`src/hw/rtl/hprs_pkg.sv`:
```
// ----------------------------------------------------------------------------
// Haptic pulse ramp sequencer package
// Beat types, codes and elaboration-time helpers for the interval table.
// ----------------------------------------------------------------------------
package hprs_pkg;

   localparam int START_INTERVAL_MS_DEF = 1000;
   localparam int END_INTERVAL_MS_DEF   = 50;
   localparam int MAX_STEPS_DEF         = 40;

   localparam int IV_W    = 14;     // table entry width, covers intervals up to 16000
   localparam int WAIT_W  = 15;
   localparam int STEP_W  = 6;
   localparam int MIN_W   = 10;
   localparam int WAIT_MAX = 32767;
   localparam int BIG_W   = 1024;   // exact power arithmetic at elaboration

   localparam logic [1:0] OP_TICK  = 2'd0;
   localparam logic [1:0] OP_START = 2'd1;
   localparam logic [1:0] OP_STOP  = 2'd2;

   // length rows of the interval table
   localparam logic [1:0] LEN_SHORT = 2'd0;
   localparam logic [1:0] LEN_MED   = 2'd1;
   localparam logic [1:0] LEN_LONG  = 2'd2;

   localparam logic [7:0] EFFECT_A = 8'd17;
   localparam logic [7:0] EFFECT_B = 8'd24;
   localparam logic [7:0] EFFECT_C = 8'd4;
   localparam logic [MIN_W-1:0] MIN_INTERVAL_RST = 10'd10;
   localparam logic [STEP_W-1:0] STEP_TOTAL_RST  = 6'd10;

   typedef enum logic [2:0] {
      PH_IDLE   = 3'd0,
      PH_UP     = 3'd1,
      PH_PAUSE1 = 3'd2,
      PH_DOWN   = 3'd3,
      PH_PAUSE2 = 3'd4
   } hprs_phase_type;

   typedef struct packed {
      logic [1:0] opcode;
      logic [7:0] haptic_type;
      logic [7:0] length_code;
   } hprs_req_type;

   typedef struct packed {
      logic       fire;
      logic [7:0] effect_id;
      logic [2:0] phase;
      logic       stopped;
      logic       done_res;
   } hprs_rsp_type;

   // step count of a length row, saturated at the step limit
   function automatic int row_steps(int row, int max_steps);
      int base;
      base = (row == 1) ? 20 : ((row == 2) ? 40 : 10);
      return (base > max_steps) ? max_steps : base;
   endfunction

   // pause length of a row: steps * start / 2, saturated
   function automatic int pause_ms(int steps, int start_ms);
      int t;
      t = (steps * start_ms) >> 1;
      return (t > WAIT_MAX) ? WAIT_MAX : t;
   endfunction

   // largest v with v^k <= s^(k-i) * e^i
   function automatic int interval_at(int s, int e, int k, int i);
      logic [BIG_W-1:0] p;
      logic [BIG_W-1:0] q;
      int lo;
      int hi;
      int mid;
      int j;
      if (i > k || k < 1) begin
         return 0;
      end
      p = BIG_W'(1);
      for (j = 0; j < k - i; j++) p = p * BIG_W'(s);
      for (j = 0; j < i; j++) p = p * BIG_W'(e);
      lo = 0;
      hi = (s > e) ? s : e;
      while (lo < hi) begin
         mid = (lo + hi + 1) >> 1;
         q = BIG_W'(1);
         for (j = 0; j < k; j++) q = q * BIG_W'(mid);
         if (q <= p) lo = mid;
         else hi = mid - 1;
      end
      return lo;
   endfunction

endpackage

```
`src/hw/rtl/haptic_pulse_ramp_sequencer.sv`:
```
// ----------------------------------------------------------------------------
// Haptic pulse ramp sequencer
// Start / tick / stop driven trigger sequencer with geometric ramps.
// ----------------------------------------------------------------------------
//
//   channel  | ports             | beat
//   ---------+-------------------+-------------------------------------------
//   request  | req_valid/ready   | opcode, haptic_type, length_code
//   response | rsp_valid/ready   | fire, effect_id, phase, stopped, done_res
//   csr      | csr_wr_en/wr_data | min_interval_ms, write-only, no wait
//
// One request beat yields one response beat, passing through a request
// register, then the state update and the interval table lookup, done
// combinationally into the response register.
// Sustained rate is one beat per cycle; the pipeline stalls only when the
// response register is full and not taken.
// Reset (synchronous) empties both registers and restores the idle state,
// effect 17, ten steps and a clamp of 10 ms.
// ----------------------------------------------------------------------------
module haptic_pulse_ramp_sequencer #(
   parameter int START_INTERVAL_MS = hprs_pkg::START_INTERVAL_MS_DEF,
   parameter int END_INTERVAL_MS   = hprs_pkg::END_INTERVAL_MS_DEF,
   parameter int MAX_STEPS         = hprs_pkg::MAX_STEPS_DEF
) (
   input  logic                       clock,
   input  logic                       reset,
   input  logic                       req_valid,
   output logic                       req_ready,
   input  hprs_pkg::hprs_req_type     req_data,
   output logic                       rsp_valid,
   input  logic                       rsp_ready,
   output hprs_pkg::hprs_rsp_type     rsp_data,
   input  logic                       csr_wr_en,
   input  logic [hprs_pkg::MIN_W-1:0] csr_wr_data
);

   // request stage
   logic                   in_valid_ff, in_valid_in;
   hprs_pkg::hprs_req_type in_data_ff;

   // response stage
   logic                   rsp_valid_ff, rsp_valid_in;
   hprs_pkg::hprs_rsp_type rsp_data_ff;

   hprs_pkg::hprs_rsp_type core_result;
   logic                   advance;
   logic                   req_take;

   // the held beat moves on whenever the response slot is free or emptying
   assign advance   = in_valid_ff && (!rsp_valid_ff || rsp_ready);
   assign req_ready = !in_valid_ff || advance;
   assign req_take  = req_valid && req_ready;

   always_comb begin
      in_valid_in = in_valid_ff;
      if (req_take) begin
         in_valid_in = 1'b1;
      end else if (advance) begin
         in_valid_in = 1'b0;
      end
      rsp_valid_in = rsp_valid_ff;
      if (advance) begin
         rsp_valid_in = 1'b1;
      end else if (rsp_ready) begin
         rsp_valid_in = 1'b0;
      end
   end

   always_ff @(posedge clock) begin
      if (reset) begin
         in_valid_ff  <= 1'b0;
         rsp_valid_ff <= 1'b0;
      end else begin
         in_valid_ff  <= in_valid_in;
         rsp_valid_ff <= rsp_valid_in;
      end
   end

   // payload registers, no reset
   always_ff @(posedge clock) begin
      if (req_take) begin
         in_data_ff <= req_data;
      end
      if (advance) begin
         rsp_data_ff <= core_result;
      end
   end

   // sequence state commits only when the beat advances
   hprs_seq_core #(
      .START_INTERVAL_MS (START_INTERVAL_MS),
      .END_INTERVAL_MS   (END_INTERVAL_MS),
      .MAX_STEPS         (MAX_STEPS)
   ) u_core (
      .clock       (clock),
      .reset       (reset),
      .item_go     (advance),
      .item        (in_data_ff),
      .csr_wr_en   (csr_wr_en),
      .csr_wr_data (csr_wr_data),
      .result      (core_result)
   );

   assign rsp_valid = rsp_valid_ff;
   assign rsp_data  = rsp_data_ff;

endmodule

```
`src/hw/rtl/hprs_interval_rom.sv`:
```
// ----------------------------------------------------------------------------
// Haptic pulse ramp sequencer interval table
// Constant geometric ramp intervals, one row per length choice.
// ----------------------------------------------------------------------------
module hprs_interval_rom #(
   parameter int START_INTERVAL_MS = hprs_pkg::START_INTERVAL_MS_DEF,
   parameter int END_INTERVAL_MS   = hprs_pkg::END_INTERVAL_MS_DEF,
   parameter int MAX_STEPS         = hprs_pkg::MAX_STEPS_DEF,
   parameter int IDX_W             = $clog2(MAX_STEPS)
) (
   input  logic [1:0]                row_sel,
   input  logic [IDX_W-1:0]          idx,
   output logic [hprs_pkg::IV_W-1:0] value
);

   logic [hprs_pkg::IV_W-1:0] tab [3][MAX_STEPS];

   for (genvar r = 0; r < 3; r++) begin : g_row
      localparam int N = hprs_pkg::row_steps(r, MAX_STEPS);
      for (genvar i = 0; i < MAX_STEPS; i++) begin : g_ent
         localparam int V =
            hprs_pkg::interval_at(START_INTERVAL_MS, END_INTERVAL_MS, N - 1, i);
         assign tab[r][i] = hprs_pkg::IV_W'(V);
      end
   end

   always_comb begin
      case (row_sel)
         hprs_pkg::LEN_MED:  value = tab[1][idx];
         hprs_pkg::LEN_LONG: value = tab[2][idx];
         default:            value = tab[0][idx];
      endcase
   end

endmodule

```
`src/hw/rtl/hprs_seq_core.sv`:
```
// ----------------------------------------------------------------------------
// Haptic pulse ramp sequencer core
// Sequence state and its one-beat update, plus the clamp register.
// ----------------------------------------------------------------------------
module hprs_seq_core #(
   parameter int START_INTERVAL_MS = hprs_pkg::START_INTERVAL_MS_DEF,
   parameter int END_INTERVAL_MS   = hprs_pkg::END_INTERVAL_MS_DEF,
   parameter int MAX_STEPS         = hprs_pkg::MAX_STEPS_DEF
) (
   input  logic                       clock,
   input  logic                       reset,
   input  logic                       item_go,
   input  hprs_pkg::hprs_req_type     item,
   input  logic                       csr_wr_en,
   input  logic [hprs_pkg::MIN_W-1:0] csr_wr_data,
   output hprs_pkg::hprs_rsp_type     result
);

   localparam int IDX_W   = $clog2(MAX_STEPS);
   localparam int N_SHORT = hprs_pkg::row_steps(0, MAX_STEPS);
   localparam int N_MED   = hprs_pkg::row_steps(1, MAX_STEPS);
   localparam int N_LONG  = hprs_pkg::row_steps(2, MAX_STEPS);
   localparam int P_SHORT = hprs_pkg::pause_ms(N_SHORT, START_INTERVAL_MS);
   localparam int P_MED   = hprs_pkg::pause_ms(N_MED, START_INTERVAL_MS);
   localparam int P_LONG  = hprs_pkg::pause_ms(N_LONG, START_INTERVAL_MS);

   hprs_pkg::hprs_phase_type         phase_ff, phase_in;
   logic [hprs_pkg::STEP_W-1:0]      step_index_ff, step_index_in;
   logic [hprs_pkg::STEP_W-1:0]      step_total_ff, step_total_in;
   logic [1:0]                       row_ff, row_in;
   logic [hprs_pkg::WAIT_W-1:0]      wait_count_ff, wait_count_in;
   logic [7:0]                       effect_ff, effect_in;
   logic                             stopped_ff, stopped_in;
   logic [hprs_pkg::MIN_W-1:0]       min_ivl_ff;

   logic [1:0]                       new_row;
   logic [hprs_pkg::STEP_W-1:0]      new_total;
   logic [7:0]                       new_effect;
   logic [hprs_pkg::STEP_W-1:0]      k_last;
   logic [hprs_pkg::STEP_W-1:0]      si_inc;
   logic [hprs_pkg::STEP_W-1:0]      lk_idx;
   logic [1:0]                       lk_row;
   logic [hprs_pkg::IV_W-1:0]        rom_value;
   logic [hprs_pkg::WAIT_W-1:0]      ramp_wait;
   logic [hprs_pkg::WAIT_W-1:0]      min_wait;
   logic [hprs_pkg::WAIT_W-1:0]      pause_wait;
   logic                             fire;
   logic                             done;

   always_comb begin
      case (item.length_code)
         8'd2:    new_row = hprs_pkg::LEN_MED;
         8'd3:    new_row = hprs_pkg::LEN_LONG;
         default: new_row = hprs_pkg::LEN_SHORT;
      endcase
      case (item.haptic_type)
         8'd2:    new_effect = hprs_pkg::EFFECT_B;
         8'd3:    new_effect = hprs_pkg::EFFECT_C;
         default: new_effect = hprs_pkg::EFFECT_A;
      endcase
      case (new_row)
         hprs_pkg::LEN_MED:  new_total = hprs_pkg::STEP_W'(N_MED);
         hprs_pkg::LEN_LONG: new_total = hprs_pkg::STEP_W'(N_LONG);
         default:            new_total = hprs_pkg::STEP_W'(N_SHORT);
      endcase
      case (row_ff)
         hprs_pkg::LEN_MED:  pause_wait = hprs_pkg::WAIT_W'(P_MED);
         hprs_pkg::LEN_LONG: pause_wait = hprs_pkg::WAIT_W'(P_LONG);
         default:            pause_wait = hprs_pkg::WAIT_W'(P_SHORT);
      endcase
   end

   // table address: start and the second ramp head come first, else the next step
   assign k_last = step_total_ff - 6'd1;
   assign si_inc = step_index_ff + 6'd1;

   always_comb begin
      lk_row = row_ff;
      if (item.opcode == hprs_pkg::OP_START) begin
         lk_row = new_row;
         lk_idx = '0;
      end else if (phase_ff == hprs_pkg::PH_PAUSE1) begin
         lk_idx = k_last;
      end else if (phase_ff == hprs_pkg::PH_DOWN) begin
         lk_idx = k_last - si_inc;
      end else begin
         lk_idx = si_inc;
      end
   end

   hprs_interval_rom #(
      .START_INTERVAL_MS (START_INTERVAL_MS),
      .END_INTERVAL_MS   (END_INTERVAL_MS),
      .MAX_STEPS         (MAX_STEPS),
      .IDX_W             (IDX_W)
   ) u_rom (
      .row_sel (lk_row),
      .idx     (lk_idx[IDX_W-1:0]),
      .value   (rom_value)
   );

   assign min_wait  = hprs_pkg::WAIT_W'(min_ivl_ff);
   assign ramp_wait = (hprs_pkg::WAIT_W'(rom_value) < min_wait) ?
                      min_wait : hprs_pkg::WAIT_W'(rom_value);

   always_comb begin
      phase_in      = phase_ff;
      step_index_in = step_index_ff;
      step_total_in = step_total_ff;
      row_in        = row_ff;
      wait_count_in = wait_count_ff;
      effect_in     = effect_ff;
      stopped_in    = stopped_ff;
      fire          = 1'b0;
      done          = 1'b0;
      case (item.opcode)
         hprs_pkg::OP_START: begin
            if (phase_ff == hprs_pkg::PH_IDLE) begin
               effect_in     = new_effect;
               step_total_in = new_total;
               row_in        = new_row;
               stopped_in    = 1'b0;
               phase_in      = hprs_pkg::PH_UP;
               step_index_in = '0;
               wait_count_in = ramp_wait;
               fire          = 1'b1;
            end
         end
         hprs_pkg::OP_STOP: begin
            if (phase_ff != hprs_pkg::PH_IDLE) begin
               phase_in      = hprs_pkg::PH_IDLE;
               step_index_in = '0;
               wait_count_in = '0;
               stopped_in    = 1'b1;
            end
         end
         hprs_pkg::OP_TICK: begin
            if (phase_ff != hprs_pkg::PH_IDLE) begin
               if (wait_count_ff > 15'd1) begin
                  wait_count_in = wait_count_ff - 15'd1;
               end else begin
                  wait_count_in = '0;
                  case (phase_ff)
                     hprs_pkg::PH_UP, hprs_pkg::PH_DOWN: begin
                        if (si_inc < step_total_ff) begin
                           step_index_in = si_inc;
                           wait_count_in = ramp_wait;
                           fire          = 1'b1;
                        end else begin
                           phase_in      = (phase_ff == hprs_pkg::PH_UP) ?
                                           hprs_pkg::PH_PAUSE1 : hprs_pkg::PH_PAUSE2;
                           step_index_in = '0;
                           wait_count_in = pause_wait;
                        end
                     end
                     hprs_pkg::PH_PAUSE1: begin
                        phase_in      = hprs_pkg::PH_DOWN;
                        step_index_in = '0;
                        wait_count_in = ramp_wait;
                        fire          = 1'b1;
                     end
                     default: begin
                        phase_in      = hprs_pkg::PH_IDLE;
                        step_index_in = '0;
                        done          = 1'b1;
                     end
                  endcase
               end
            end
         end
         default: ;
      endcase
   end

   assign result.fire      = fire;
   assign result.effect_id = effect_in;
   assign result.phase     = phase_in;
   assign result.stopped   = stopped_in;
   assign result.done_res  = done;

   always_ff @(posedge clock) begin
      if (reset) begin
         phase_ff      <= hprs_pkg::PH_IDLE;
         step_index_ff <= '0;
         step_total_ff <= hprs_pkg::STEP_TOTAL_RST;
         row_ff        <= hprs_pkg::LEN_SHORT;
         wait_count_ff <= '0;
         effect_ff     <= hprs_pkg::EFFECT_A;
         stopped_ff    <= 1'b0;
      end else if (item_go) begin
         phase_ff      <= phase_in;
         step_index_ff <= step_index_in;
         step_total_ff <= step_total_in;
         row_ff        <= row_in;
         wait_count_ff <= wait_count_in;
         effect_ff     <= effect_in;
         stopped_ff    <= stopped_in;
      end
   end

   always_ff @(posedge clock) begin
      if (reset) begin
         min_ivl_ff <= hprs_pkg::MIN_INTERVAL_RST;
      end else if (csr_wr_en) begin
         min_ivl_ff <= csr_wr_data;
      end
   end

endmodule

```
`config.mk`:
```
export PLATFORM = sky130hd
export DESIGN_NAME = haptic_pulse_ramp_sequencer
export DESIGN_NICKNAME = d
export VERILOG_FILES = /design/src/hw/rtl/hprs_pkg.sv /design/src/hw/rtl/haptic_pulse_ramp_sequencer.sv /design/src/hw/rtl/hprs_interval_rom.sv /design/src/hw/rtl/hprs_seq_core.sv
export SDC_FILE = /design/constraint.sdc
export NUM_CORES = 1
export LEC_CHECK = 0
export BUFFER_PORTS_ARGS = -buffer_cell sky130_fd_sc_hd__clkbuf_2
export CAP_MARGIN = 20
export CORE_AREA = 5 5 181 139
export CTS_CLUSTER_SIZE = 12
export DETAILED_ROUTE_END_ITERATION = 7
export DIE_AREA = 0 0 186 144
export PLACE_DENSITY = 0.43
export SLEW_MARGIN = 20
export SYNTH_ARGS = -nofsm -noshare
export SYNTH_HDL_FRONTEND = slang
export SYNTH_SLANG_ARGS = --single-unit
```
`constraint.sdc`:
```
create_clock -name clock -period 5.6 [get_ports clock]
set_clock_uncertainty 0.1 [all_clocks]
set_input_delay 0.84 -clock clock [delete_from_list [all_inputs] [get_ports clock]]
set_output_delay 0.84 -clock clock [all_outputs]
set_load 0.1 [all_outputs]
```
## Word level (Yosys, flattened, before mapping)

Memories as Yosys holds them, arrays and structs flattened.
Index checks and enable logic that the tools add are counted.

| operators by class | value |
|---|---|
| add/subtract/negate cells | 4 |
| magnitude comparators | 4 |
| equality and inequality tests | 19 |
| muxes and demuxes | 54 |
| bitwise logic cells | 3 |
| reductions and logical operators | 18 |

Operators with widths:

| kind | count |
|---|---|
| 14-bit 2-to-1 mux | 7 |
| 15-bit 2-to-1 mux | 5 |
| 15-bit one-hot mux with 2 select lines | 2 |
| 6-bit 2-to-1 mux | 9 |
| 15-bit one-hot mux with 3 select lines | 1 |
| 8-bit by 2-bit == test with 1-bit output (second input constant) | 4 |
| 14-bit one-hot mux with 2 select lines | 1 |
| 3-bit 2-to-1 mux | 6 |
| 6-bit one-hot mux with 3 select lines | 1 |
| 8-bit 2-to-1 mux | 2 |
| 15-bit by 1-bit greater-than comparator with 1-bit output (second input constant) | 1 |
| 15-bit by 1-bit subtractor with 15-bit output (second input constant) | 1 |
| 14-bit by 10-bit less-than comparator with 1-bit output | 1 |
| 6-bit one-hot mux with 2 select lines | 1 |
| 1-bit 2-to-1 mux | 11 |
| 5-bit one-hot mux with 2 select lines | 1 |
| 3-bit one-hot mux with 3 select lines | 1 |
| 2-bit by 1-bit == test with 1-bit output (second input constant) | 4 |
| 2-bit == test (second input constant) | 4 |
| 7-bit greater-or-equal comparator (second input constant) | 1 |
| 6-bit inverter with 7-bit output | 1 |
| 6-bit by 1-bit adder with 6-bit output (second input constant) | 1 |
| 3-bit by 2-bit == test with 1-bit output (second input constant) | 2 |
| 6-bit less-than comparator | 1 |
| other kinds (22) | 33 |

| storage, ports and cells | value |
|---|---|
| register bits | 85 |
| ROM bits | 2688 |
| input bits | 33 |
| output and inout port bits | 16 |
| word-level logic and storage cells | 123 |
| memories | 3 |

Memory list:

| name | words | bits a word | read ports | clocked after memory_dff | write ports | RTL line | text |
|---|---|---|---|---|---|---|---|
| (name not given) | 64 | 14 | 1 | 0 | 0 | hprs_interval_rom.sv:31 | `default: value = tab[0][idx];` |
| (name not given) | 64 | 14 | 1 | 0 | 0 | hprs_interval_rom.sv:30 | `hprs_pkg::LEN_LONG: value = tab[2][idx];` |
| (name not given) | 64 | 14 | 1 | 0 | 0 | hprs_interval_rom.sv:29 | `hprs_pkg::LEN_MED: value = tab[1][idx];` |

## Depth between registers and ports, before layout

Gate-level depths: netlist of run 1.

| depth | value |
|---|---|
| depth after elaboration | 17 |
| mapped depth | 26 |
| depth with buffers taken out | 25 |

## Modules after synthesis

A second synthesis of run 1 with hierarchy kept.

| unflattened totals | value |
|---|---|
| cell total of the unflattened synthesis | 756 |
| area, all modules | 6231.0 µm² |

Modules (own cells, without submodules):

| module | instances | cells each | area an instance (µm²) | seq. area each (µm²) |
|---|---|---|---|---|
| hprs_seq_core | 1 | 487 | 3746.1 | 980.9 |
| hprs_interval_rom | 1 | 227 | 1420.1 | 0.0 |
| haptic_pulse_ramp_sequencer | 1 | 42 | 1064.8 | 1001.0 |

## Least setup slack after synthesis of run 1

Ideal clock, no wire load.

| path | value |
|---|---|
| path kind | register to register |
| from | reg u_core.step_index_ff[1] in the netlist's numbering |
| to | reg u_core.wait_count_ff[2] in the netlist's numbering |
| setup time | 0.122 ns |
| arrival | 4.788 ns |
| data required time | 5.378 ns |
| path slack | 0.590 ns |
| stages on the path, launching flop included | 21 |
| buffers on the path | 1 |
| clock period less this slack | 5.010 ns |
| cell sequence | dfxtp_1 > ha_1 > xor2_1 > inv_1 > ha_1 > or3_1 > a22oi_2 > o221ai_2 > or4_1 > o2111a_1 > a2111oi_0 > o32a_1 > ha_1 > and4_1 > a21oi_1 > a21oi_1 > a211oi_1 > o21a_1 > a41oi_2 > buf_6 > a221o_1 |

| between the ends | value |
|---|---|
| longest elaborated chain between the ends | 17 |
| elaborated cells between the ends (all ways) | 25 |
| those cells by class | add/sub (2); order compare (2); mux (17); bitwise (1); memory (3) |

RTL lines:

| element | RTL line | text |
|---|---|---|
| from (decl) | hprs_seq_core.sv:28 | `logic [hprs_pkg::STEP_W-1:0] step_index_ff, step_index_in;` |
| from (signal assigned) | hprs_seq_core.sv:192 | `step_index_ff <= step_index_in;` |
| 6-bit by 1-bit adder with 6-bit output (*) | hprs_seq_core.sv:75 | `assign si_inc = step_index_ff + 6'd1;` |
| 6-bit subtractor | hprs_seq_core.sv:85 | `lk_idx = k_last - si_inc;` |
| 6-bit 2-to-1 mux | hprs_seq_core.sv:84 | `end else if (phase_ff == hprs_pkg::PH_DOWN) begin` |
| 6-bit 2-to-1 mux | hprs_seq_core.sv:82 | `end else if (phase_ff == hprs_pkg::PH_PAUSE1) begin` |
| 6-bit 2-to-1 mux | hprs_seq_core.sv:79 | `if (item.opcode == hprs_pkg::OP_START) begin` |
| 6-bit inverter with 7-bit output (implied by the code) | hprs_interval_rom.sv:29, hprs_interval_rom.sv:30, hprs_interval_rom.sv:31 |  |
| memory 64 x 14 bit, on equally long branches | - |  |
| 14-bit 2-to-1 mux, on equally long branches (2 in series) | hprs_interval_rom.sv:31, hprs_interval_rom.sv:29, hprs_interval_rom.sv:30 |  |
| 14-bit one-hot mux with 2 select lines | hprs_interval_rom.sv:28 | `case (row_sel)` |
| 14-bit by 10-bit less-than comparator with 1-bit output | hprs_seq_core.sv:103 | `assign ramp_wait = (hprs_pkg::WAIT_W'(rom_value) < min_wait) ?` |
| 14-bit 2-to-1 mux | hprs_seq_core.sv:103 |  |
| 15-bit 2-to-1 mux | hprs_seq_core.sv:145 | `if (si_inc < step_total_ff) begin` |
| 15-bit one-hot mux with 2 select lines | hprs_seq_core.sv:143 | `case (phase_ff)` |
| 15-bit 2-to-1 mux | hprs_seq_core.sv:139 | `if (wait_count_ff > 15'd1) begin` |
| 15-bit 2-to-1 mux | hprs_seq_core.sv:138 | `if (phase_ff != hprs_pkg::PH_IDLE) begin` |
| 15-bit one-hot mux with 3 select lines (*) | hprs_seq_core.sv:116 | `case (item.opcode)` |
| to (signal assigned) | hprs_seq_core.sv:195 | `wait_count_ff <= wait_count_in;` |
| to (decl) | hprs_seq_core.sv:31 | `logic [hprs_pkg::WAIT_W-1:0] wait_count_ff, wait_count_in;` |

Mark *: on every way between the ends. The rest lies on a longest branch, timed or not. The select of a mux whose other input is x is not followed.
A chain may end at the register's enable or synchronous reset.

## Worst setup path after layout of run 1

Same ends and word-level chain as after synthesis.

==> results.sh, run 1 <==
export IMPL_clk_pin_slew_ns=0.06
export IMPL_fp_dieW_um=186
export IMPL_start_kind="register"
export IMPL_hold_buffers=0
export IMPL_grt_pass1_wl_mm=33.3
export IMPL_final_common_cell="nand2_1"
export IMPL_powerDensity_mw_per_mm2=231
export IMPL_arrival_ns=5.38
export IMPL_syn_inst=781
export IMPL_yosys_warnings=0
export IMPL_cp_common_cell="ha_1"
export IMPL_h_tree_depth=3
export IMPL_path_max_fanout=8
export IMPL_ant_nets=0
export IMPL_peakVddDrop_uv=129
export IMPL_finalCriticalPeriod_ns=5.25
export IMPL_slew_headroom=0.276
export IMPL_dieHeight_um=144
export IMPL_path_class="register to register"
export IMPL_cp_num_buf_inv=3
export IMPL_min_path_type="register to register"
export IMPL_met2_usage=0.217
export IMPL_cpMaxStageDelayCell="or4_1"
export IMPL_ys_ff_latch=83
export IMPL_place_gp_congestion=0.913
export IMPL_numCtsBuffers=9
export IMPL_final_area_mm2=0.00760
export IMPL_max_freq_ghz=0.190
export IMPL_vias_per_cell=5.36
export IMPL_use_met3=0.0329
export IMPL_finalCritPeriodShare=0.938
export IMPL_hpwl_mm=16.0
export IMPL_crit_chain="ha_1 -> xor2_1 -> inv_1 -> ha_1 -> o21a_1 -> a22oi_2 -> o221ai_2 -> or4_1 -> o2111a_1 -> a2111oi_2 -> o32a_1 -> ha_1 -> and4_1 -> a21oi_1 -> a21oi_1 -> a211oi_2 -> buf_4 -> a41oi_4 -> buf_4 -> a221o_1"
export IMPL_grt_max_degree=42
export IMPL_worstMarginPinSlew_ns=1.08
export IMPL_synthFlopType="dfxtp_1"
export IMPL_dr_pass1_iters=5
export IMPL_fin_nets=934
export IMPL_grt_usage=0.157
export IMPL_drt_iter0_drc=639
export IMPL_ioPinCount=49
export IMPL_fillers=2526
export IMPL_synth_edf_count=32
export IMPL_postPlaceCellArea_mm2=0.00723
export IMPL_initial_core_util=0.272
export IMPL_crit_path_max_incr_delay_ns=0.52
export IMPL_finalMaxSlewViolations=0
export IMPL_async_flop_share=0
export IMPL_fin_setup_tns_ns=0
export IMPL_tritoncts="built"
export IMPL_crit_family="compound AO/OA/AOI/OAI gates"
export IMPL_dp_cells=1146
export IMPL_required_ns=5.73
export IMPL_die_area_mm2=0.0268
export IMPL_drv_cap=0
export IMPL_num_vias=6239
export IMPL_drive_above_1_share=0.185
export IMPL_synthesis_nets=862
export IMPL_grt_antenna_before_repair=0
export IMPL_port_buffers=48
export IMPL_p_leak_nw=2.97
export IMPL_route_detailed_drc=0
export IMPL_routed_wl_mm=20.7
export IMPL_rsz0062_at_grt="false"
export IMPL_synth_seq_area_share=0.311
export IMPL_grt_ovfl_total=0
export IMPL_met1_usage=0.245
export IMPL_syn_area_mm2=0.00637
export IMPL_num_rows=49
export IMPL_setup_viol=0
export IMPL_area_growth_syn_to_layout_pct=19.3
export IMPL_clock_latency_ns=0.35
export IMPL_hold_viol_final=0
export IMPL_cts_buffer_depth=2
export IMPL_wl_per_cell_um=17.8
export IMPL_instances_no_fill=1164
export IMPL_diodes=0
export IMPL_coreArea_mm2=0.0234
export IMPL_grt_busiest_layer="met1"
export IMPL_grt_pass1_vias=5826
export IMPL_syn_mean_instance_area_um2=8.16
export IMPL_cts_sinks=83
export IMPL_layout_common_cells="83 x nand2_1, 66 x nor2_1, 56 x buf_4"
export IMPL_cts_root_buf="clkbuf_16"
export IMPL_status="completed"
export IMPL_cp_end_kind="register"
export IMPL_synth_distinct_cells=87
sequential cells by signal, summed over array words and instances, names as in the netlist:
name	cells
in_data_ff	18
u_core.wait_count_ff	15
rsp_data	14
u_core.min_ivl_ff	10
u_core.effect_ff	8
u_core.step_index_ff	6
u_core.step_total_ff	4
u_core.phase_ff	3
u_core.row_ff	2
in_valid_ff	1
rsp_valid	1
u_core.stopped_ff	1
layout make-up:
class | instances | area, µm² | share of cell area
Multi-Input combinational cell | 604 | 4060 | 0.534
Sequential cell | 83 | 1980 | 0.261
Timing Repair Buffer | 106 | 701 | 0.0922
Tap cell | 306 | 383 | 0.0504
Clock buffer | 15 | 289 | 0.0380
Inverter | 49 | 184 | 0.0242
Clock inverter | 1 | 5.00 | 0.000658
layer usage:
metal	wire length [µm]	share of wire
met4	260	0.013
met2	8230	0.40
met1	10900	0.52
met3	1350	0.065
met5	0	0
kinds of logic after synthesis:
group,share of synthesized area
simple gates,0.222
compound gates,0.260
buf+inv,0.0613
flops,0.311
fa+ha+maj,0.0961
mux,0.0334
xor+xnor,0.0163
metrics by stage:
stage               power (mW)  hold slack, ns   util  worst slack, ns
finish                    1.76           0.375  0.325            0.350
floorplan                 1.02           0.344      -            0.590
global route              1.85           0.395  0.325          0.00205
CTS                       1.76           0.379  0.321            0.118
global placement          1.17           0.357  0.309            0.197
detailed placement        1.16           0.359  0.309            0.152
path summary, 6_finish.rpt:
check / startpoint / endpoint / slack [ns] / depth (start not counted)
hold / removal: u_core.effect_ff[1]$_SDFFE_PP0P_ / u_core.effect_ff[1]$_SDFFE_PP0P_ / 0.37 / 1
hold reg to reg: u_core.effect_ff[1]$_SDFFE_PP0P_ / u_core.effect_ff[1]$_SDFFE_PP0P_ / 0.37 / 1
setup reg to reg: u_core.step_index_ff[1]$_SDFFE_PP0P_ / u_core.wait_count_ff[2]$_SDFFE_PP0P_ / 0.35 / 20
setup / recovery: u_core.step_index_ff[1]$_SDFFE_PP0P_ / u_core.wait_count_ff[2]$_SDFFE_PP0P_ / 0.35 / 20
timing repair:
action,CTS,global route
setup buffers,0,2
endpoints found under the setup margin,0,10
resized for setup,0,11
power by group:
part / leakage [nW] / switching, mW / total (mW) / internal [mW]
logic: 2.11 / 0.313 / 0.495 / 0.181
clock network: 0.145 / 0.238 / 0.590 / 0.352
registers: 0.715 / 0.0189 / 0.673 / 0.654
total: 2.97 / 0.570 / 1.76 / 1.19
cell usage after synthesis, drive strengths merged (3+ instances only):
cell type | instances | area (µm²)
a22oi | 9 | 72.6
nand3b | 4 | 30.0
o31ai | 13 | 97.6
nor3b | 4 | 35.0
a211oi | 8 | 60.1
nor3 | 26 | 145
and2 | 9 | 56.3
o32ai | 3 | 26.3
nand4 | 5 | 31.3
or2 | 5 | 31.3
xnor2 | 7 | 68.8
a31oi | 13 | 81.3
nand2b | 4 | 25.0
xor2 | 4 | 35.0
inv | 48 | 180
buf | 19 | 109
o211ai | 20 | 150
nor2b | 5 | 33.8
nand2 | 84 | 315
o21ai | 48 | 240
o21a | 6 | 45.0
dfxtp | 51 | 1020
o311ai | 6 | 60.1
o2bb2ai | 4 | 35.0
o22ai | 11 | 68.8
nand3 | 22 | 110
o2111ai | 5 | 43.8
a21o | 6 | 45.0
nor2 | 69 | 272
nor4 | 9 | 56.3
o311a | 3 | 30.0
a311oi | 4 | 35.0
ha | 48 | 601
a21oi | 50 | 258
a221oi | 5 | 50.0
mux2i | 19 | 190
or3 | 12 | 75.1
and3 | 13 | 81.3
clkbuf | 26 | 97.6
edfxtp | 32 | 961
or4 | 5 | 41.3
(Power assumes the default switching activity.)
==> run 2, diff against run 1 <==
--- a/config.mk
+++ b/config.mk
@@ -12,6 +12,7 @@
 export DETAILED_ROUTE_END_ITERATION = 7
 export DIE_AREA = 0 0 186 144
 export PLACE_DENSITY = 0.43
+export RECOVER_POWER = 100
 export SLEW_MARGIN = 20
 export SYNTH_ARGS = -nofsm -noshare
 export SYNTH_HDL_FRONTEND = slang
==> run 2 against run 1 <==
Effect of this change:
- critical endpoint unchanged
- die area unchanged
- largest cell class unchanged
- via count shrank 1.7%
- worst hold slack lost 0.0019 ns
- setup slack gained 0.038 ns
- fmax increased by 0.72%
==> results.sh, run 2 (same netlist as run 1, synthesis figures left out) <==
export IMPL_clockPowerShare=0.337
export IMPL_setup_viol=0
export IMPL_dr_pass1_iters=5
export IMPL_min_path_type="register to register"
export IMPL_cts_root_buf="clkbuf_16"
export IMPL_hold_viol_final=0
export IMPL_dieHeight_um=144
export IMPL_p_int_mw=1.18
export IMPL_p_leak_nw=2.91
export IMPL_h_tree_depth=3
export IMPL_route_detailed_drc=0
export IMPL_drt_iter0_drc=648
export IMPL_finalMaxSlewViolations=0
export IMPL_place_gp_congestion=0.913
export IMPL_ant_nets=0
export IMPL_cpMaxStageDelayCell="or4_1"
export IMPL_final_area_mm2=0.00756
export IMPL_combPwrFrac=0.278
export IMPL_vias_per_cell=5.27
export IMPL_tritoncts="built"
export IMPL_crit_path_max_incr_delay_ns=0.52
export IMPL_wl_per_cell_um=17.8
export IMPL_arrival_ns=5.35
export IMPL_cp_num_buf_inv=3
export IMPL_slew_headroom=0.213
export IMPL_worstMarginPinSlew_ns=1.19
export IMPL_num_vias=6132
export IMPL_grt_pass1_vias=5826
export IMPL_ioPinCount=49
export IMPL_die_area_mm2=0.0268
export IMPL_path_max_fanout=8
export IMPL_drive_above_1_share=0.160
export IMPL_fin_setup_tns_ns=0
export IMPL_postPlaceCellArea_mm2=0.00723
export IMPL_timing_hold_ws_ns=0.373
export IMPL_drv_cap=0
export IMPL_fillers=2531
export IMPL_fin_nets=934
export IMPL_top_register="in_data_ff"
export IMPL_sequentialPowerShare=0.385
export IMPL_grt_ovfl_total=0
export IMPL_fp_dieW_um=186
export IMPL_grt_max_degree=42
export IMPL_grt_pass1_wl_mm=33.3
export IMPL_crit_family="compound AO/OA/AOI/OAI gates"
export IMPL_max_freq_ghz=0.192
export IMPL_num_rows=49
export IMPL_grt_antenna_before_repair=0
export IMPL_final_common_cell="nand2_1"
export IMPL_power_share_switching=0.324
export IMPL_power_switching_mw=0.566
export IMPL_peakVddDrop_uv=129
export IMPL_area_growth_syn_to_layout_pct=18.6
export IMPL_port_buffers=48
export IMPL_rsz0062_at_grt="false"
export IMPL_cp_end_kind="register"
export IMPL_grt_usage=0.157
export IMPL_crit_chain="ha_1 -> xor2_1 -> inv_1 -> ha_1 -> o21a_1 -> a22oi_2 -> o221ai_2 -> or4_1 -> o2111a_1 -> a2111oi_2 -> o32a_1 -> ha_1 -> and4_1 -> a21oi_1 -> a21oi_1 -> a211oi_2 -> buf_4 -> a41oi_4 -> buf_4 -> a221o_1"
export IMPL_required_ns=5.73
export IMPL_layout_common_cells="83 x nand2_1, 67 x nor2_1, 54 x buf_4"
export IMPL_largest_register_ffs=18
export IMPL_clock_latency_ns=0.35
export IMPL_coreArea_mm2=0.0234
export IMPL_numCtsBuffers=9
export IMPL_finalCriticalPeriod_ns=5.21
export IMPL_clk_pin_slew_ns=0.06
export IMPL_powerDensity_mw_per_mm2=231
export IMPL_path_class="register to register"
export IMPL_cp_common_cell="ha_1"
export IMPL_finalCritPeriodShare=0.931
export IMPL_initial_core_util=0.272
export IMPL_routed_wl_mm=20.7
export IMPL_diodes=0
export IMPL_start_kind="register"
export IMPL_status="completed"
export IMPL_cts_sinks=83
export IMPL_hpwl_mm=16.0
export IMPL_cts_buffer_depth=2
run 2: final cells by class:
class,count,area [µm²],area share
Tap cell,306,383,0.0507
Inverter,49,184,0.0243
Timing Repair Buffer,106,672,0.0889
Sequential cell,83,1980,0.262
Clock buffer,15,289,0.0383
Multi-Input combinational cell,604,4040,0.535
Clock inverter,1,5.00,0.000662
run 2: path summary, 6_finish.rpt:
kind | cells past startpoint | from | endpoint | slack [ns]
max reg2reg | 20 | u_core.step_index_ff[1]$_SDFFE_PP0P_ | u_core.wait_count_ff[2]$_SDFFE_PP0P_ | 0.39
max | 20 | u_core.step_index_ff[1]$_SDFFE_PP0P_ | u_core.wait_count_ff[2]$_SDFFE_PP0P_ | 0.39
min reg2reg | 1 | u_core.effect_ff[1]$_SDFFE_PP0P_ | u_core.effect_ff[1]$_SDFFE_PP0P_ | 0.37
min | 1 | u_core.effect_ff[1]$_SDFFE_PP0P_ | u_core.effect_ff[1]$_SDFFE_PP0P_ | 0.37
run 2: worst register-to-register path, delay by kind of cell, from the launching register on:
| family | cells | cell delay, ns |
|---|---|---|
| AOI/OAI and AO/OA | 11 | 2.35 |
| adders and majority gates | 3 | 0.88 |
| and+or+nand+nor | 2 | 0.75 |
| buffers and inverters | 3 | 0.44 |
| DFF | 1 | 0.38 |
| xor gates and xnor gates | 1 | 0.22 |
run 2: routing by layer:
metal,track usage,part of all wire
met1,0.245,0.53
met2,0.217,0.40
met3,0.0329,0.064
met4,0.0349,0.012
met5,0,0
run 2: what timing repair did:
action,4_1_cts,5_1_grt
endpoints found under the setup margin,0,10
resized for setup,0,11
hold buffers,0,0
setup buffers,0,2
run 2: power groups by stage:
stage / Clock, mW / Combinational (mW) / Sequential, mW
floorplan: 0 / 0.305 / 0.715
global placement: 0 / 0.479 / 0.686
detailed placement: 0 / 0.475 / 0.686
CTS: 0.610 / 0.477 / 0.673
global route: 0.633 / 0.533 / 0.676
finish: 0.588 / 0.486 / 0.673
run 2: metrics by stage:
stage / total power, mW / utilization / worst slack, ns / cells
2_1_floorplan: 1.02 / - / 0.590 / 781
3_3_place_gp: 1.17 / 0.309 / 0.197 / 1146
3_5_place_dp: 1.16 / 0.309 / 0.152 / 1146
4_1_cts: 1.76 / 0.321 / 0.118 / 1162
5_1_grt: 1.84 / 0.323 / 0.00341 / 1164
6_report: 1.75 / 0.323 / 0.387 / 1164
==> run 3, diff against run 2 <==
==> constraint.sdc (replaced) <==
create_clock -name clock -period 4.9 [get_ports clock]
set_clock_uncertainty 0.1 [all_clocks]
set_input_delay 0.735 -clock clock [delete_from_list [all_inputs] [get_ports clock]]
set_output_delay 0.735 -clock clock [all_outputs]
set_load 0.1 [all_outputs]
==> run 3 against run 2 <==
Effect of this change:
- sequential power is 14% higher
- via count grew 8.9%
- power up 20%
- worst hold slack better by 0.0028 ns
- cell count up 9.7%
- core utilization rose by 5.5 points
- cell area increased by 17%
- critical path type unchanged
- largest cell class unchanged
- highest routed layer unchanged
==> results.sh, run 3 (same netlist as run 1, synthesis figures left out) <==
export IMPL_grt_antenna_before_repair=0
export IMPL_layout_common_cells="151 x buf_4, 82 x nand2_1, 64 x nor2_1"
export IMPL_crit_family="compound AO/OA/AOI/OAI gates"
export IMPL_status="completed"
export IMPL_grt_usage=0.165
export IMPL_holdPathStages=1
export IMPL_path_class="register to register"
export IMPL_finalCriticalPeriod_ns=4.80
export IMPL_fp_dieW_um=186
export IMPL_power_share_switching=0.326
export IMPL_required_ns=5.01
export IMPL_rr_startpoint="u_core.step_index_ff[1]$_SDFFE_PP0P_"
export IMPL_rrSetupSlack_ns=0.10
export IMPL_power_switching_mw=0.684
export IMPL_cts_buffer_depth=2
export IMPL_port_buffers=48
export IMPL_clk_pin_slew_ns=0.06
export IMPL_sequentialPowerShare=0.366
export IMPL_fillers=2420
export IMPL_ant_nets=0
export IMPL_coreArea_mm2=0.0234
export IMPL_finalMaxSlewViolations=0
export IMPL_diodes=0
export IMPL_cp_num_buf_inv=6
export IMPL_min_path_type="register to register"
export IMPL_cts_sinks=83
export IMPL_p_int_mw=1.41
export IMPL_clockPowerShare=0.317
export IMPL_drt_iter0_drc=607
export IMPL_h_tree_depth=3
export IMPL_dieHeight_um=144
export IMPL_whs_endpoint="u_core.effect_ff[7]$_SDFFE_PP0P_"
export IMPL_min_from="u_core.effect_ff[7]$_SDFFE_PP0P_"
export IMPL_peakVddDrop_uv=153
export IMPL_route_detailed_drc=0
export IMPL_cts_root_buf="clkbuf_16"
export IMPL_ioPinCount=49
export IMPL_clock_latency_ns=0.35
export IMPL_cp_common_cell="ha_4"
export IMPL_place_ws_ns=-0.324
export IMPL_routed_wl_mm=22.4
export IMPL_tritoncts="built"
export IMPL_grt_max_degree=41
export IMPL_dp_cells=1235
export IMPL_hpwl_mm=17.0
export IMPL_rr_worst_depth=22
export IMPL_fin_setup_tns_ns=0
export IMPL_finalPower_mw=2.10
export IMPL_wl_per_cell_um=17.6
export IMPL_worst_slack_ns=0.103
export IMPL_vias_per_cell=5.23
export IMPL_setup_viol=0
export IMPL_place_gp_congestion=0.921
export IMPL_num_vias=6678
export IMPL_top_register="in_data_ff"
export IMPL_regToRegEndpoint="u_core.wait_count_ff[6]$_SDFFE_PP0P_"
export IMPL_multi_input_area_mm2=0.00442
export IMPL_dr_pass1_iters=5
export IMPL_start_kind="register"
export IMPL_finalCritPeriodShare=0.979
export IMPL_cp_depth=22
export IMPL_instances_no_fill=1277
export IMPL_max_freq_ghz=0.208
export IMPL_cp_end_kind="register"
export IMPL_grt_ovfl_total=0
export IMPL_grt_pass1_vias=6215
export IMPL_p_leak_nw=3.52
export IMPL_arrival_ns=4.90
export IMPL_area_growth_syn_to_layout_pct=38.8
export IMPL_powerDensity_mw_per_mm2=237
export IMPL_combPwrFrac=0.316
export IMPL_final_common_cell="buf_4"
export IMPL_slew_headroom=0.219
export IMPL_drv_cap=0
export IMPL_hold_buffers=0
export IMPL_regArea_mm2=0.00199
export IMPL_num_rows=49
export IMPL_crit_path_max_incr_delay_ns=0.38
export IMPL_initial_core_util=0.272
export IMPL_cpMaxStageDelayCell="or3_4"
export IMPL_rsz0062_at_grt="true"
export IMPL_hold_viol_final=0
export IMPL_fin_nets=1047
export IMPL_largest_register_ffs=18
export IMPL_grt_pass1_wl_mm=35.0
export IMPL_crit_chain="ha_4 -> inv_2 -> ha_4 -> or3_4 -> a22oi_2 -> o221a_4 -> nand2_4 -> buf_12 -> buf_6 -> o211ai_1 -> o211ai_1 -> a311oi_2 -> buf_4 -> ha_4 -> a21o_1 -> a21o_1 -> a211oi_2 -> buf_4 -> a41oi_4 -> buf_6 -> mux2i_1 -> o22ai_1"
export IMPL_drive_above_1_share=0.313
export IMPL_path_max_fanout=6
export IMPL_timing_hold_ws_ns=0.376
export IMPL_worstMarginPinSlew_ns=1.18
export IMPL_numCtsBuffers=9
export IMPL_die_area_mm2=0.0268
[run 3: metal layers]
layer  GRT usage  share of wire  up-vias
li1            -              -     3282
met1       0.260           0.51     3130
met2       0.231           0.40      238
met4      0.0264          0.012        0
met3      0.0387          0.071       28
met5           0              0        -
[run 3: what timing repair did]
| item | CTS | global route |
|---|---|---|
| buffers inserted | 5 | 18 |
| pin swaps | 10 | 44 |
| resized for setup | 22 | 86 |
| gates cloned | 1 | 2 |
| endpoints found under the hold margin | 0 | 0 |
| setup endpoints to repair | 10 | 10 |
[run 3: area by class of cell]
| class | count | area share |
|---|---|---|
| Clock buffer | 10 | 0.0259 |
| Inverter | 49 | 0.0208 |
| Tap cell | 306 | 0.0433 |
| Timing Repair Buffer | 218 | 0.178 |
| Multi-Input combinational cell | 605 | 0.500 |
| Sequential cell | 83 | 0.225 |
| Clock inverter | 6 | 0.00637 |
[run 3: how the worst max path moves through the flow]
stage	startpoint	endpoint
floorplan	u_core.step_index_ff[1]$_SDFFE_PP0P_	u_core.wait_count_ff[2]$_SDFFE_PP0P_
global placement	u_core.step_index_ff[0]$_SDFFE_PP0P_	u_core.wait_count_ff[5]$_SDFFE_PP0P_
detailed placement	u_core.step_index_ff[0]$_SDFFE_PP0P_	u_core.wait_count_ff[6]$_SDFFE_PP0P_
CTS	u_core.step_index_ff[0]$_SDFFE_PP0P_	u_core.wait_count_ff[6]$_SDFFE_PP0P_
global route	u_core.step_index_ff[0]$_SDFFE_PP0P_	u_core.wait_count_ff[1]$_SDFFE_PP0P_
finish	u_core.step_index_ff[1]$_SDFFE_PP0P_	u_core.wait_count_ff[6]$_SDFFE_PP0P_
[run 3: per-stage QoR]
| step | util | area [µm²] |
|---|---|---|
| final | 0.377 | 8840 |
| after global routing | 0.377 | 8840 |
| after CTS | 0.355 | 8320 |
| after detailed placement | 0.337 | 7900 |
| after global placement | 0.337 | 7900 |
| after floorplan | - | 6380 |
[run 3: power groups by stage]
stage,combinational [mW],sequential (mW),clock [mW]
global route,0.725,0.771,0.714
floorplan,0.351,0.818,0
finish,0.663,0.768,0.665
detailed placement,0.593,0.783,0
global placement,0.599,0.783,0
CTS,0.619,0.768,0.690
